--- src/design/bsed_pkg.sv ---
// Shared types, codes and helpers for the backslash escape decoder.
// No dependencies; front, queue, back and top use it by scoped names.
package bsed_pkg;

  localparam logic [1:0] MODE_NORMAL = 2'd0;
  localparam logic [1:0] MODE_BSLASH = 2'd1;
  localparam logic [1:0] MODE_HEX0   = 2'd2;
  localparam logic [1:0] MODE_HEX1   = 2'd3;

  localparam logic [7:0] CH_BSLASH = 8'h5C;
  localparam logic [7:0] CH_X      = 8'h78;
  localparam logic [7:0] CH_C      = 8'h63;
  localparam logic [7:0] CH_A      = 8'h61;
  localparam logic [7:0] CH_B      = 8'h62;
  localparam logic [7:0] CH_E      = 8'h65;
  localparam logic [7:0] CH_F      = 8'h66;
  localparam logic [7:0] CH_N      = 8'h6E;
  localparam logic [7:0] CH_R      = 8'h72;
  localparam logic [7:0] CH_T      = 8'h74;
  localparam logic [7:0] CH_V      = 8'h76;
  localparam logic [7:0] CH_ESC    = 8'h1B;
  localparam logic [7:0] CH_LF     = 8'd10;

  localparam int QDepth = 4;
  localparam int QPtrW  = $clog2(QDepth);
  localparam int QCntW  = $clog2(QDepth + 1);

  // Up to three results produced by one input byte.
  typedef struct packed {
    logic [1:0]      count;
    logic            stop;
    logic [2:0][7:0] bytes;
  } res_bundle_t;

  // Returns {is_hex, nibble}.
  function automatic logic [4:0] hex_value(input logic [7:0] b);
    logic is_digit;
    logic is_alpha;
    logic [3:0] nib;
    is_digit = (b >= 8'h30) && (b <= 8'h39);
    is_alpha = ((b >= 8'h61) && (b <= 8'h66)) || ((b >= 8'h41) && (b <= 8'h46));
    nib = is_digit ? b[3:0] : (b[3:0] + 4'd9);
    return {is_digit || is_alpha, nib};
  endfunction

endpackage

--- src/design/bsed_front.sv ---
// Front end: accepts input bytes, tracks escape state, and builds result bundles.
// Depends on bsed_pkg.
module bsed_front (
  input  logic                  clk,
  input  logic                  rst,
  input  logic                  escape_enable,
  input  logic                  in_valid,
  output logic                  in_ready,
  input  logic [7:0]            in_byte,
  input  logic                  end_of_string,
  input  logic                  q_ready,
  output logic                  q_push,
  output bsed_pkg::res_bundle_t q_data
);

  logic [1:0] decode_mode;
  logic [1:0] decode_mode_next;
  logic [3:0] held_nibble;
  logic [3:0] held_nibble_next;
  logic       halted;
  logic       halted_next;
  logic       accept;

  assign in_ready = q_ready;
  assign accept   = in_valid && in_ready;
  assign q_push   = accept && (q_data.count != 2'd0);

  always_comb begin
    logic [4:0] hx;
    logic       do_plain;
    logic [1:0] n;
    hx               = bsed_pkg::hex_value(in_byte);
    do_plain         = 1'b0;
    n                = 2'd0;
    q_data.bytes     = '0;
    q_data.stop      = 1'b0;
    decode_mode_next = bsed_pkg::MODE_NORMAL;
    held_nibble_next = held_nibble;
    halted_next      = halted;
    if (halted) begin
      decode_mode_next = decode_mode;
    end else if (!escape_enable) begin
      q_data.bytes[0] = in_byte;
      n = 2'd1;
    end else begin
      case (decode_mode)
        bsed_pkg::MODE_NORMAL: begin
          do_plain = 1'b1;
        end
        bsed_pkg::MODE_BSLASH: begin
          n = 2'd1;
          case (in_byte)
            bsed_pkg::CH_C: begin
              q_data.stop = 1'b1;
              halted_next = 1'b1;
            end
            bsed_pkg::CH_BSLASH: q_data.bytes[0] = bsed_pkg::CH_BSLASH;
            bsed_pkg::CH_A:      q_data.bytes[0] = 8'h07;
            bsed_pkg::CH_B:      q_data.bytes[0] = 8'h08;
            bsed_pkg::CH_E:      q_data.bytes[0] = bsed_pkg::CH_ESC;
            bsed_pkg::CH_F:      q_data.bytes[0] = 8'h0C;
            bsed_pkg::CH_N:      q_data.bytes[0] = bsed_pkg::CH_LF;
            bsed_pkg::CH_R:      q_data.bytes[0] = 8'h0D;
            bsed_pkg::CH_T:      q_data.bytes[0] = 8'h09;
            bsed_pkg::CH_V:      q_data.bytes[0] = 8'h0B;
            bsed_pkg::CH_X: begin
              if (end_of_string) begin
                q_data.bytes[0] = bsed_pkg::CH_BSLASH;
                q_data.bytes[1] = bsed_pkg::CH_X;
                n = 2'd2;
              end else begin
                decode_mode_next = bsed_pkg::MODE_HEX0;
                n = 2'd0;
              end
            end
            default: begin
              q_data.bytes[0] = bsed_pkg::CH_BSLASH;
              q_data.bytes[1] = in_byte;
              n = 2'd2;
            end
          endcase
        end
        bsed_pkg::MODE_HEX0: begin
          if (hx[4]) begin
            if (end_of_string) begin
              q_data.bytes[0] = {4'd0, hx[3:0]};
              n = 2'd1;
            end else begin
              held_nibble_next = hx[3:0];
              decode_mode_next = bsed_pkg::MODE_HEX1;
            end
          end else begin
            q_data.bytes[0] = bsed_pkg::CH_BSLASH;
            q_data.bytes[1] = bsed_pkg::CH_X;
            n = 2'd2;
            do_plain = 1'b1;
          end
        end
        default: begin
          if (hx[4]) begin
            q_data.bytes[0] = {held_nibble, hx[3:0]};
          end else begin
            q_data.bytes[0] = {4'd0, held_nibble};
            do_plain = 1'b1;
          end
          n = 2'd1;
        end
      endcase
      // plain text tail: a backslash opens an escape unless the string ends here
      if (do_plain) begin
        if ((in_byte == bsed_pkg::CH_BSLASH) && !end_of_string) begin
          decode_mode_next = bsed_pkg::MODE_BSLASH;
        end else begin
          q_data.bytes[n] = in_byte;
          n = n + 2'd1;
        end
      end
    end
    q_data.count = n;
  end

  always_ff @(posedge clk) begin
    if (rst) begin
      decode_mode <= bsed_pkg::MODE_NORMAL;
      held_nibble <= 4'd0;
      halted      <= 1'b0;
    end else if (accept) begin
      decode_mode <= decode_mode_next;
      held_nibble <= held_nibble_next;
      halted      <= halted_next;
    end
  end

endmodule

--- src/design/bsed_queue.sv ---
// Short bundle FIFO between the front and back ends.
// Depends on bsed_pkg.
module bsed_queue (
  input  logic                  clk,
  input  logic                  rst,
  input  logic                  push,
  input  bsed_pkg::res_bundle_t push_data,
  output logic                  push_ready,
  input  logic                  pop,
  output logic                  pop_valid,
  output bsed_pkg::res_bundle_t pop_data
);

  bsed_pkg::res_bundle_t        mem [bsed_pkg::QDepth];
  logic [bsed_pkg::QPtrW-1:0]   wr_ptr;
  logic [bsed_pkg::QPtrW-1:0]   rd_ptr;
  logic [bsed_pkg::QCntW-1:0]   count;
  logic                         do_push;
  logic                         do_pop;

  assign push_ready = (count != bsed_pkg::QCntW'(bsed_pkg::QDepth));
  assign pop_valid  = (count != '0);
  assign pop_data   = mem[rd_ptr];
  assign do_push    = push && push_ready;
  assign do_pop     = pop && pop_valid;

  always_ff @(posedge clk) begin
    if (do_push) begin
      mem[wr_ptr] <= push_data;
    end
  end

  always_ff @(posedge clk) begin
    if (rst) begin
      wr_ptr <= '0;
      rd_ptr <= '0;
      count  <= '0;
    end else begin
      if (do_push) begin
        wr_ptr <= wr_ptr + bsed_pkg::QPtrW'(1);
      end
      if (do_pop) begin
        rd_ptr <= rd_ptr + bsed_pkg::QPtrW'(1);
      end
      if (do_push && !do_pop) begin
        count <= count + bsed_pkg::QCntW'(1);
      end else if (do_pop && !do_push) begin
        count <= count - bsed_pkg::QCntW'(1);
      end
    end
  end

endmodule

--- src/design/bsed_back.sv ---
// Back end: holds one bundle and emits its results one per cycle while out_ready is high.
// Depends on bsed_pkg.
module bsed_back (
  input  logic                  clk,
  input  logic                  rst,
  input  logic                  q_valid,
  input  bsed_pkg::res_bundle_t q_data,
  output logic                  q_pop,
  output logic                  out_valid,
  input  logic                  out_ready,
  output logic [7:0]            out_byte,
  output logic                  stop_marker,
  output logic                  last_of_run
);

  bsed_pkg::res_bundle_t cur;
  logic [1:0]            idx;
  logic                  busy;
  logic                  at_last;

  assign at_last     = (idx == (cur.count - 2'd1));
  assign out_valid   = busy;
  assign out_byte    = cur.bytes[idx];
  assign stop_marker = cur.stop;
  assign last_of_run = at_last;
  assign q_pop       = q_valid && (!busy || (out_ready && at_last));

  always_ff @(posedge clk) begin
    if (q_pop) begin
      cur <= q_data;
    end
  end

  always_ff @(posedge clk) begin
    if (rst) begin
      busy <= 1'b0;
      idx  <= 2'd0;
    end else if (q_pop) begin
      busy <= 1'b1;
      idx  <= 2'd0;
    end else if (busy && out_ready) begin
      if (at_last) begin
        busy <= 1'b0;
      end else begin
        idx <= idx + 2'd1;
      end
    end
  end

endmodule

--- src/design/backslash_escape_decoder.sv ---
// Top level of the backslash escape decoder: config register, front, queue, back.
// Depends on bsed_pkg, bsed_front, bsed_queue and bsed_back.
//
// Input channel (in_valid/in_ready) takes one text byte per cycle while
// in_ready is high, with an end_of_string flag. Output channel
// (out_valid/out_ready) gives zero to three results per byte: out_byte,
// stop_marker for a \c sequence, and last_of_run on each byte's final result.
// A result-producing byte is written into the bundle queue when accepted
// and is loaded into the back-end holding register once the back end is free,
// and its first result is then shown from that register.
// Throughput: one byte per cycle while each byte gives at most one result and
// the receiver is ready; a byte with two or three results holds the back end
// until all are taken; the four-entry bundle queue absorbs those bursts.
// A stalled receiver holds the current result steady; input keeps flowing
// until the queue fills, then in_ready drops. Reset clears the escape state,
// the halt flag and the queue, and sets escape_enable to 1. After \c all input
// is taken and dropped until reset. The user writes escape_enable over APB
// at address 0 only while the block is idle; the block does not enforce it.
module backslash_escape_decoder (
  input  logic        clk,
  input  logic        rst,
  input  logic        psel,
  input  logic        penable,
  input  logic        pwrite,
  input  logic [2:0]  paddr,
  input  logic [31:0] pwdata,
  output logic [31:0] prdata,
  output logic        pready,
  input  logic        in_valid,
  output logic        in_ready,
  input  logic [7:0]  in_byte,
  input  logic        end_of_string,
  output logic        out_valid,
  input  logic        out_ready,
  output logic [7:0]  out_byte,
  output logic        stop_marker,
  output logic        last_of_run
);

  logic                  escape_enable;
  logic                  q_push;
  logic                  q_ready;
  logic                  q_pop;
  logic                  q_valid;
  bsed_pkg::res_bundle_t push_data;
  bsed_pkg::res_bundle_t pop_data;

  assign pready = 1'b1;
  assign prdata = (paddr[2] == 1'b0) ? {31'd0, escape_enable} : 32'd0;

  always_ff @(posedge clk) begin
    if (rst) begin
      escape_enable <= 1'b1;
    end else if (psel && penable && pwrite && pready && (paddr[2] == 1'b0)) begin
      escape_enable <= pwdata[0];
    end
  end

  bsed_front u_front (
    .clk           (clk),
    .rst           (rst),
    .escape_enable (escape_enable),
    .in_valid      (in_valid),
    .in_ready      (in_ready),
    .in_byte       (in_byte),
    .end_of_string (end_of_string),
    .q_ready       (q_ready),
    .q_push        (q_push),
    .q_data        (push_data)
  );

  bsed_queue u_queue (
    .clk        (clk),
    .rst        (rst),
    .push       (q_push),
    .push_data  (push_data),
    .push_ready (q_ready),
    .pop        (q_pop),
    .pop_valid  (q_valid),
    .pop_data   (pop_data)
  );

  bsed_back u_back (
    .clk         (clk),
    .rst         (rst),
    .q_valid     (q_valid),
    .q_data      (pop_data),
    .q_pop       (q_pop),
    .out_valid   (out_valid),
    .out_ready   (out_ready),
    .out_byte    (out_byte),
    .stop_marker (stop_marker),
    .last_of_run (last_of_run)
  );

endmodule

--- config.mk ---
export PLATFORM = sky130hd
export DESIGN_NAME = backslash_escape_decoder
export DESIGN_NICKNAME = d
export VERILOG_FILES = /design/src/design/bsed_pkg.sv /design/src/design/bsed_front.sv /design/src/design/bsed_queue.sv /design/src/design/bsed_back.sv /design/src/design/backslash_escape_decoder.sv
export SDC_FILE = /design/constraint.sdc
export NUM_CORES = 1
export LEC_CHECK = 0
export ABC_AREA = 0
export CAP_MARGIN = 10
export CORE_ASPECT_RATIO = 0.9
export CORE_MARGIN = 2
export CORE_UTILIZATION = 32
export DETAILED_ROUTE_END_ITERATION = 16
export DONT_BUFFER_PORTS = 1
export HOLD_SLACK_MARGIN = 0.03
export SKIP_CTS_REPAIR_TIMING = 1
export SLEW_MARGIN = 25
export SYNTH_ARGS = -nofsm -noshare
export SYNTH_HDL_FRONTEND = slang
export SYNTH_SLANG_ARGS = --single-unit
export TNS_END_PERCENT = 30
--- constraint.sdc ---
create_clock -name clk -period 7.2 [get_ports clk]
set_input_delay 0.72 -clock clk [delete_from_list [all_inputs] [get_ports clk]]
set_output_delay 0.72 -clock clk [all_outputs]
set_load 0.02 [all_outputs]
==> results.json, run 1 <==
{
  "num_io_pins": 96,
  "synth_flop_cell": "edfxtp_1",
  "wl_per_cell_microns": 17.63,
  "worstPathArrival_ns": 4.80,
  "post-dp-hpwl_microns": 9398,
  "cts_inserted_buffers": 17,
  "cts-root-buf": "clkbuf_16",
  "design.die.area_sq_um": 23390,
  "routed_wl_microns": 14400,
  "vias": 3960,
  "netSwitchingPower_w": 0.0007031,
  "p_total_w": 0.002541,
  "detail_route.drc_violations": 0,
  "n_antenna_cell": 0,
  "gp_congestion": 0.8423,
  "die_w_microns": 161.0,
  "finalHoldViolCount": 0,
  "insertion_delay_ns": 0.43,
  "slew-limit-headroom": 0.4577,
  "r2r_slack_ns": 3.44,
  "coreArea_sq_um": 21700,
  "critPathLaunchType": "input port",
  "outcome": "finished clean",
  "synth_warnings": 0,
  "ys_async_sr_fraction": 0,
  "ys_types": 64,
  "worstPathRequired_ns": 7.55,
  "worstPathMaxFanout": 17,
  "fin_nets": 582,
  "grt_max_degree": 33,
  "internal_power_w": 0.001837,
  "drtIter0Drc": 288,
  "detail_route.first_pass.iterations": 6,
  "syn_inst": 511,
  "grt_pass1_wl_microns": 22940,
  "cp_slowest_cell": "a31o_1",
  "finalCritPeriodShare": 0.6185,
  "max_cap_viol_count": 0,
  "finalSetupViolCount": 0,
  "synth_area_leaders": "edfxtp_1 57%, mux4_2 8.6%, dfxtp_1 5.1%, buf_4 3.4%, ha_1 2.8%",
  "clk_path_buf_depth": 2,
  "ant_nets": 0,
  "peakVddDrop_mv": 0.1607,
  "cp-end-kind": "flip-flop",
  "fillers": 2068,
  "cts_tree": "done",
  "grt_overflow": 0,
  "rsz0062_at_grt": "no",
  "yosysMostFrequentCell": "edfxtp_1",
  "io_buffers": 0,
  "viasPerCell": 4.847,
  "setup.worst_path.class": "in2reg",
  "die_h_microns": 145.3,
  "pwr-share-comb": 0.176,
  "num_rows": 51,
  "synth_top_cells_by_count": "135 x edfxtp_1, 42 x nor2_1, 39 x nand2_1",
  "path_clk_slew_ns": 0.06,
  "cts_sinks": 153,
  "drive_above_1_share": 0.1445,
  "slew_violations": 0,
  "syn_area_per_cell_sq_um": 13.89,
  "crit_chain": "inv_1 -> ha_1 -> o21bai_1 -> a21oi_2 -> a31o_1 -> o21ai_2 -> o221ai_2 -> ha_1 -> mux2_2 -> a311o_1 -> inv_1 -> ha_1 -> inv_1 -> fa_1 -> xor2_1 -> or3_1 -> a21oi_1",
  "p_per_area_nw_per_um2": 322.2,
  "crit_buf_inv": 3,
  "whs_ns": 0.3567,
  "grt_pass1_vias": 4092,
  "yosysSeqAreaShare": 0.6219,
  "synth_top_area_frac": 0.5711,
  "htree_levels": 4,
  "synth_edf_count": 135,
  "yosys.area.top_type": "edfxtp_1",
  "area_growth_pct": 11.07,
  "skew_ns": 0.01280,
  "antenna_found_initial": 0,
  "power_frac_seq": 0.486,
  "yosys_register_bits": 153,
  "crit_family": "compound AO/OA/AOI/OAI gates",
  "fmax_mhz": 224.6,
  "p_clk_frac": 0.338,
  "slowest_delay_ns": 0.63,
  "initial_core_util": 0.3272,
  "switching_share": 0.2768,
  "tns_ns": 0,
  "fin_crit_ns": 4.453,
  "gr-usage-all-layers": 0.1298,
  "syn_area_sq_um": 7098,
  "p_leak_nw": 2.735,
  "tightest_slew_ns": 0.8050,
  "hp-class": "in2reg"
}
## area by class of cell
| class | count | area (sq um) | share of cell area |
|---|---|---|---|
| clock buffers | 19 | 432.9 | 0.05491 |
| well taps | 291 | 364.1 | 0.04618 |
| inverters | 17 | 63.81 | 0.008094 |
| repair buffers | 7 | 52.55 | 0.006666 |
| flip-flops and latches | 153 | 4418 | 0.5604 |
| clock inverters | 12 | 143.9 | 0.01825 |
| multi-input cells | 318 | 2409 | 0.3055 |
## cell usage in the layout, fill, tap and decap left out, types with 5 or more instances in the layout
cell / instances
xnor2_1: 6
inv_1: 17
edfxtp_1: 135
mux4_2: 27
mux2i_1: 15
nand2_1: 39
o22ai_1: 5
and2_1: 13
clkbuf_16: 17
nor3_1: 6
a21oi_1: 18
dfxtp_1: 17
xor2_1: 5
nand2b_1: 5
nor2_1: 42
nand3_1: 8
and2b_1: 5
o21ai_0: 21
conb_1: 32
buf_4: 7
ha_1: 16
## worst paths after layout
check	startpoint	to	depth (start not counted)
worst min register to register	u_queue.count[2]$_SDFFE_PP0P_	u_queue.count[2]$_SDFFE_PP0P_	2
worst min-delay path	rst	u_queue.rd_ptr[0]$_SDFFE_PP0P_	1
worst max-delay path	in_byte[1]	u_queue.count[2]$_SDFFE_PP0P_	17
worst max register to register	u_front.decode_mode[1]$_SDFFE_PP0P_	u_queue.count[2]$_SDFFE_PP0P_	14
## metal layers
metal	global-route usage	wire, microns	vias up
met4	0.04509	106	0
li1	-	-	1858
met2	0.2075	6987	118
met3	0.03802	1068	8
met1	0.1687	6241	1976
met5	0	0	-
## stage by stage
step	cell area [sq um]	setup WS, ns	util	cells
after CTS	7884	2.733	0.3634	817
after global placement	7305	2.426	0.3367	786
after global routing	7884	2.421	0.3634	817
after detailed placement	7307	2.282	0.3368	786
final	7884	2.747	0.3634	817
after floorplan	7211	3.084	-	541
## registers in the layout (all words and copies together) (netlist names)
signal	count
escape_enable	1
u_queue.wr_ptr	2
u_queue.mem	108
u_back.stop_marker	1
u_back.cur	26
u_front.decode_mode	2
u_queue.rd_ptr	2
u_back.out_valid	1
u_queue.count	3
u_back.idx	2
u_front.held_nibble	4
u_front.halted	1
## power groups by stage
| stage | Combinational (W) | Sequential, W | Clock, W |
|---|---|---|---|
| after floorplan | 0.000397 | 0.00120 | 0 |
| after global placement | 0.000447 | 0.00125 | 0 |
| after detailed placement | 0.000457 | 0.00126 | 0 |
| after CTS | 0.000459 | 0.00124 | 0.000881 |
| after global routing | 0.000495 | 0.00125 | 0.000924 |
| final | 0.000447 | 0.00123 | 0.000860 |
## logic make-up after synthesis
| kind of cell | count (synthesis) | share of synthesized area |
|---|---|---|
| AOI/OAI and AO/OA | 72 | 0.06611 |
| xor gates and xnor gates | 11 | 0.01357 |
| adders and majority gates | 17 | 0.03102 |
| buffers and inverters | 70 | 0.05623 |
| DFF | 153 | 0.6219 |
| muxes | 44 | 0.1105 |
| other | 2 | 0.001058 |
| and+or+nand+nor | 142 | 0.09959 |
No activity file was read; power rests on OpenSTA's default activity.
==> inputs of run 2 (changes only) <==
==> constraint.sdc (replaced) <==
create_clock -name clk -period 3.82 [get_ports clk]
set_input_delay 0.382 -clock clk [delete_from_list [all_inputs] [get_ports clk]]
set_output_delay 0.382 -clock clk [all_outputs]
set_load 0.02 [all_outputs]
==> results.json, run 2 (synthesis gave the netlist of run 1 again) <==
{
  "slew_violations": 0,
  "finalSetupViolCount": 0,
  "routed_wl_microns": 14910,
  "rr_startpoint": "u_front.decode_mode[1]$_SDFFE_PP0P_",
  "tns_ns": 0,
  "fillers": 2062,
  "finalCritPeriodShare": 0.9332,
  "switching_share": 0.2821,
  "io_buffers": 0,
  "netSwitchingPower_w": 0.001378,
  "die_h_microns": 145.3,
  "largest_reg_flops": 108,
  "design.die.area_sq_um": 23390,
  "post-dp-hpwl_microns": 9732,
  "cts_inserted_buffers": 17,
  "power_frac_seq": 0.479,
  "fin_crit_ns": 3.565,
  "r2r_end": "u_queue.count[2]$_SDFFE_PP0P_",
  "peakVddDrop_mv": 0.3475,
  "drtIter0Drc": 330,
  "initial_core_util": 0.3272,
  "num_io_pins": 96,
  "regMostFlops": "u_queue.mem",
  "fin_nets": 604,
  "tightest_slew_ns": 0.8956,
  "outcome": "finished clean",
  "wl_per_cell_microns": 17.78,
  "finalHoldViolCount": 0,
  "detail_route.drc_violations": 0,
  "max_cap_viol_count": 0,
  "htree_levels": 4,
  "n_antenna_cell": 0,
  "insertion_delay_ns": 0.43,
  "worstHoldStart": "rst",
  "rsz0062_at_grt": "no",
  "cp-end-kind": "flip-flop",
  "fmax_mhz": 280.5,
  "cts_sinks": 153,
  "cts_tree": "done",
  "die_w_microns": 161.0,
  "grt_pass1_wl_microns": 23120,
  "critPathLaunchType": "flip-flop",
  "reg.largest.list": "u_queue.mem x108, u_back.cur x26, u_front.held_nibble x4",
  "whs_ns": 0.05616,
  "worstPathMaxFanout": 7,
  "gr-usage-all-layers": 0.1303,
  "p_per_area_nw_per_um2": 601.9,
  "p_clk_frac": 0.341,
  "grt_overflow": 0,
  "reg2regPathDepth": 14,
  "worstPathRequired_ns": 4.16,
  "timing.critical_path.from": "u_front.decode_mode[1]$_SDFFE_PP0P_",
  "r2r_slack_ns": 0.26,
  "clk_path_buf_depth": 2,
  "setup.worst_path.class": "reg2reg",
  "path_clk_slew_ns": 0.06,
  "internal_power_w": 0.003507,
  "num_rows": 51,
  "hp-class": "in2reg",
  "cts-root-buf": "clkbuf_16",
  "coreArea_sq_um": 21700,
  "gp_congestion": 0.8394,
  "ant_nets": 0,
  "layout_common_cells": "135 x edfxtp_1, 42 x nor2_1, 39 x nand2_1, 32 x conb_1, 27 x mux4_2",
  "antenna_found_initial": 0,
  "slew-limit-headroom": 0.3989,
  "vias": 4113,
  "area_growth_pct": 14.33,
  "pwr-share-comb": 0.180,
  "worstPathArrival_ns": 3.90,
  "detail_route.first_pass.iterations": 4,
  "skew_ns": 0.01600,
  "whs_path_depth": 1,
  "drive_above_1_share": 0.1807,
  "min_to": "escape_enable$_SDFFE_PP1P_",
  "p_leak_nw": 2.868,
  "viasPerCell": 4.902,
  "grt_max_degree": 32,
  "grt_pass1_vias": 4148,
  "final_common_cell": "edfxtp_1"
}
run 2: changes by cell type in the layout (fill, tap and decap cells not counted), sizes merged:
cell,change
buf,+20
clkbuf,-2
clkinv,-2
clkinvlp,-1
dlygate4sd3,+2
inv,+5
run 2: layer usage:
| metal | vias up | share of wire | GRT usage |
|---|---|---|---|
| li1 | 1903 | - | - |
| met1 | 2056 | 0.46 | 0.1724 |
| met2 | 137 | 0.46 | 0.2047 |
| met3 | 17 | 0.065 | 0.03831 |
| met4 | 0 | 0.014 | 0.04464 |
| met5 | - | 0 | 0 |
run 2: stage by stage:
stage	power (W)	cells	setup slack [ns]	instance area (sq um)	utilization
3_5_place_dp	0.003272	806	-0.08674	7508	0.3461
4_1_cts	0.004937	837	0.2701	8095	0.3731
3_3_place_gp	0.003247	806	-0.02098	7505	0.3459
6_report	0.004885	839	0.2550	8115	0.3740
5_1_grt	0.005103	839	0.07506	8115	0.3740
2_1_floorplan	0.003015	541	0.04215	7214	-
run 2: power by group through the flow:
stage / registers [W] / logic [W] / clock network, W
after global routing: 0.00238 / 0.000960 / 0.00177
after CTS: 0.00235 / 0.000891 / 0.00170
after global placement: 0.00237 / 0.000877 / 0
after floorplan: 0.00227 / 0.000750 / 0
final: 0.00234 / 0.000880 / 0.00166
after detailed placement: 0.00239 / 0.000887 / 0
run 2: worst max-delay path, stage by stage (launching register included):
cell and delay [ns]:
dfxtp_1 0.46, ha_1 0.38, inv_1 0.15, o21ai_2 0.19, o221ai_2 0.13, ha_1 0.28
mux2_2 0.28, a311o_1 0.34, inv_1 0.07, ha_1 0.15, inv_1 0.05, fa_1 0.37
xor2_1 0.18, or3_1 0.30, a21oi_1 0.15
run 2: cell type report:
| cell class | instances | area [sq um] | area share |
|---|---|---|---|
| Timing Repair Buffer | 29 | 272.8 | 0.03361 |
| Inverter | 17 | 63.81 | 0.007863 |
| Sequential cell | 153 | 4419 | 0.5446 |
| Multi-Input combinational cell | 318 | 2409 | 0.2968 |
| Clock buffer | 17 | 425.4 | 0.05242 |
| Tap cell | 291 | 364.1 | 0.04487 |
| Clock inverter | 14 | 161.4 | 0.01989 |
run 2: how the worst max path moves through the flow:
| stage | end | slack, ns | depth (start not counted) |
|---|---|---|---|
| 2_1_floorplan | u_queue.count[2]$_SDFFE_PP0P_ | 0.04 | 18 |
| 3_3_place_gp | u_queue.count[2]$_SDFFE_PP0P_ | -0.02 | 17 |
| 3_5_place_dp | u_queue.count[2]$_SDFFE_PP0P_ | -0.09 | 17 |
| 4_1_cts | u_queue.count[2]$_SDFFE_PP0P_ | 0.27 | 14 |
| 5_1_grt | u_queue.count[2]$_SDFFE_PP0P_ | 0.08 | 14 |
| 6_report | u_queue.count[2]$_SDFFE_PP0P_ | 0.26 | 14 |
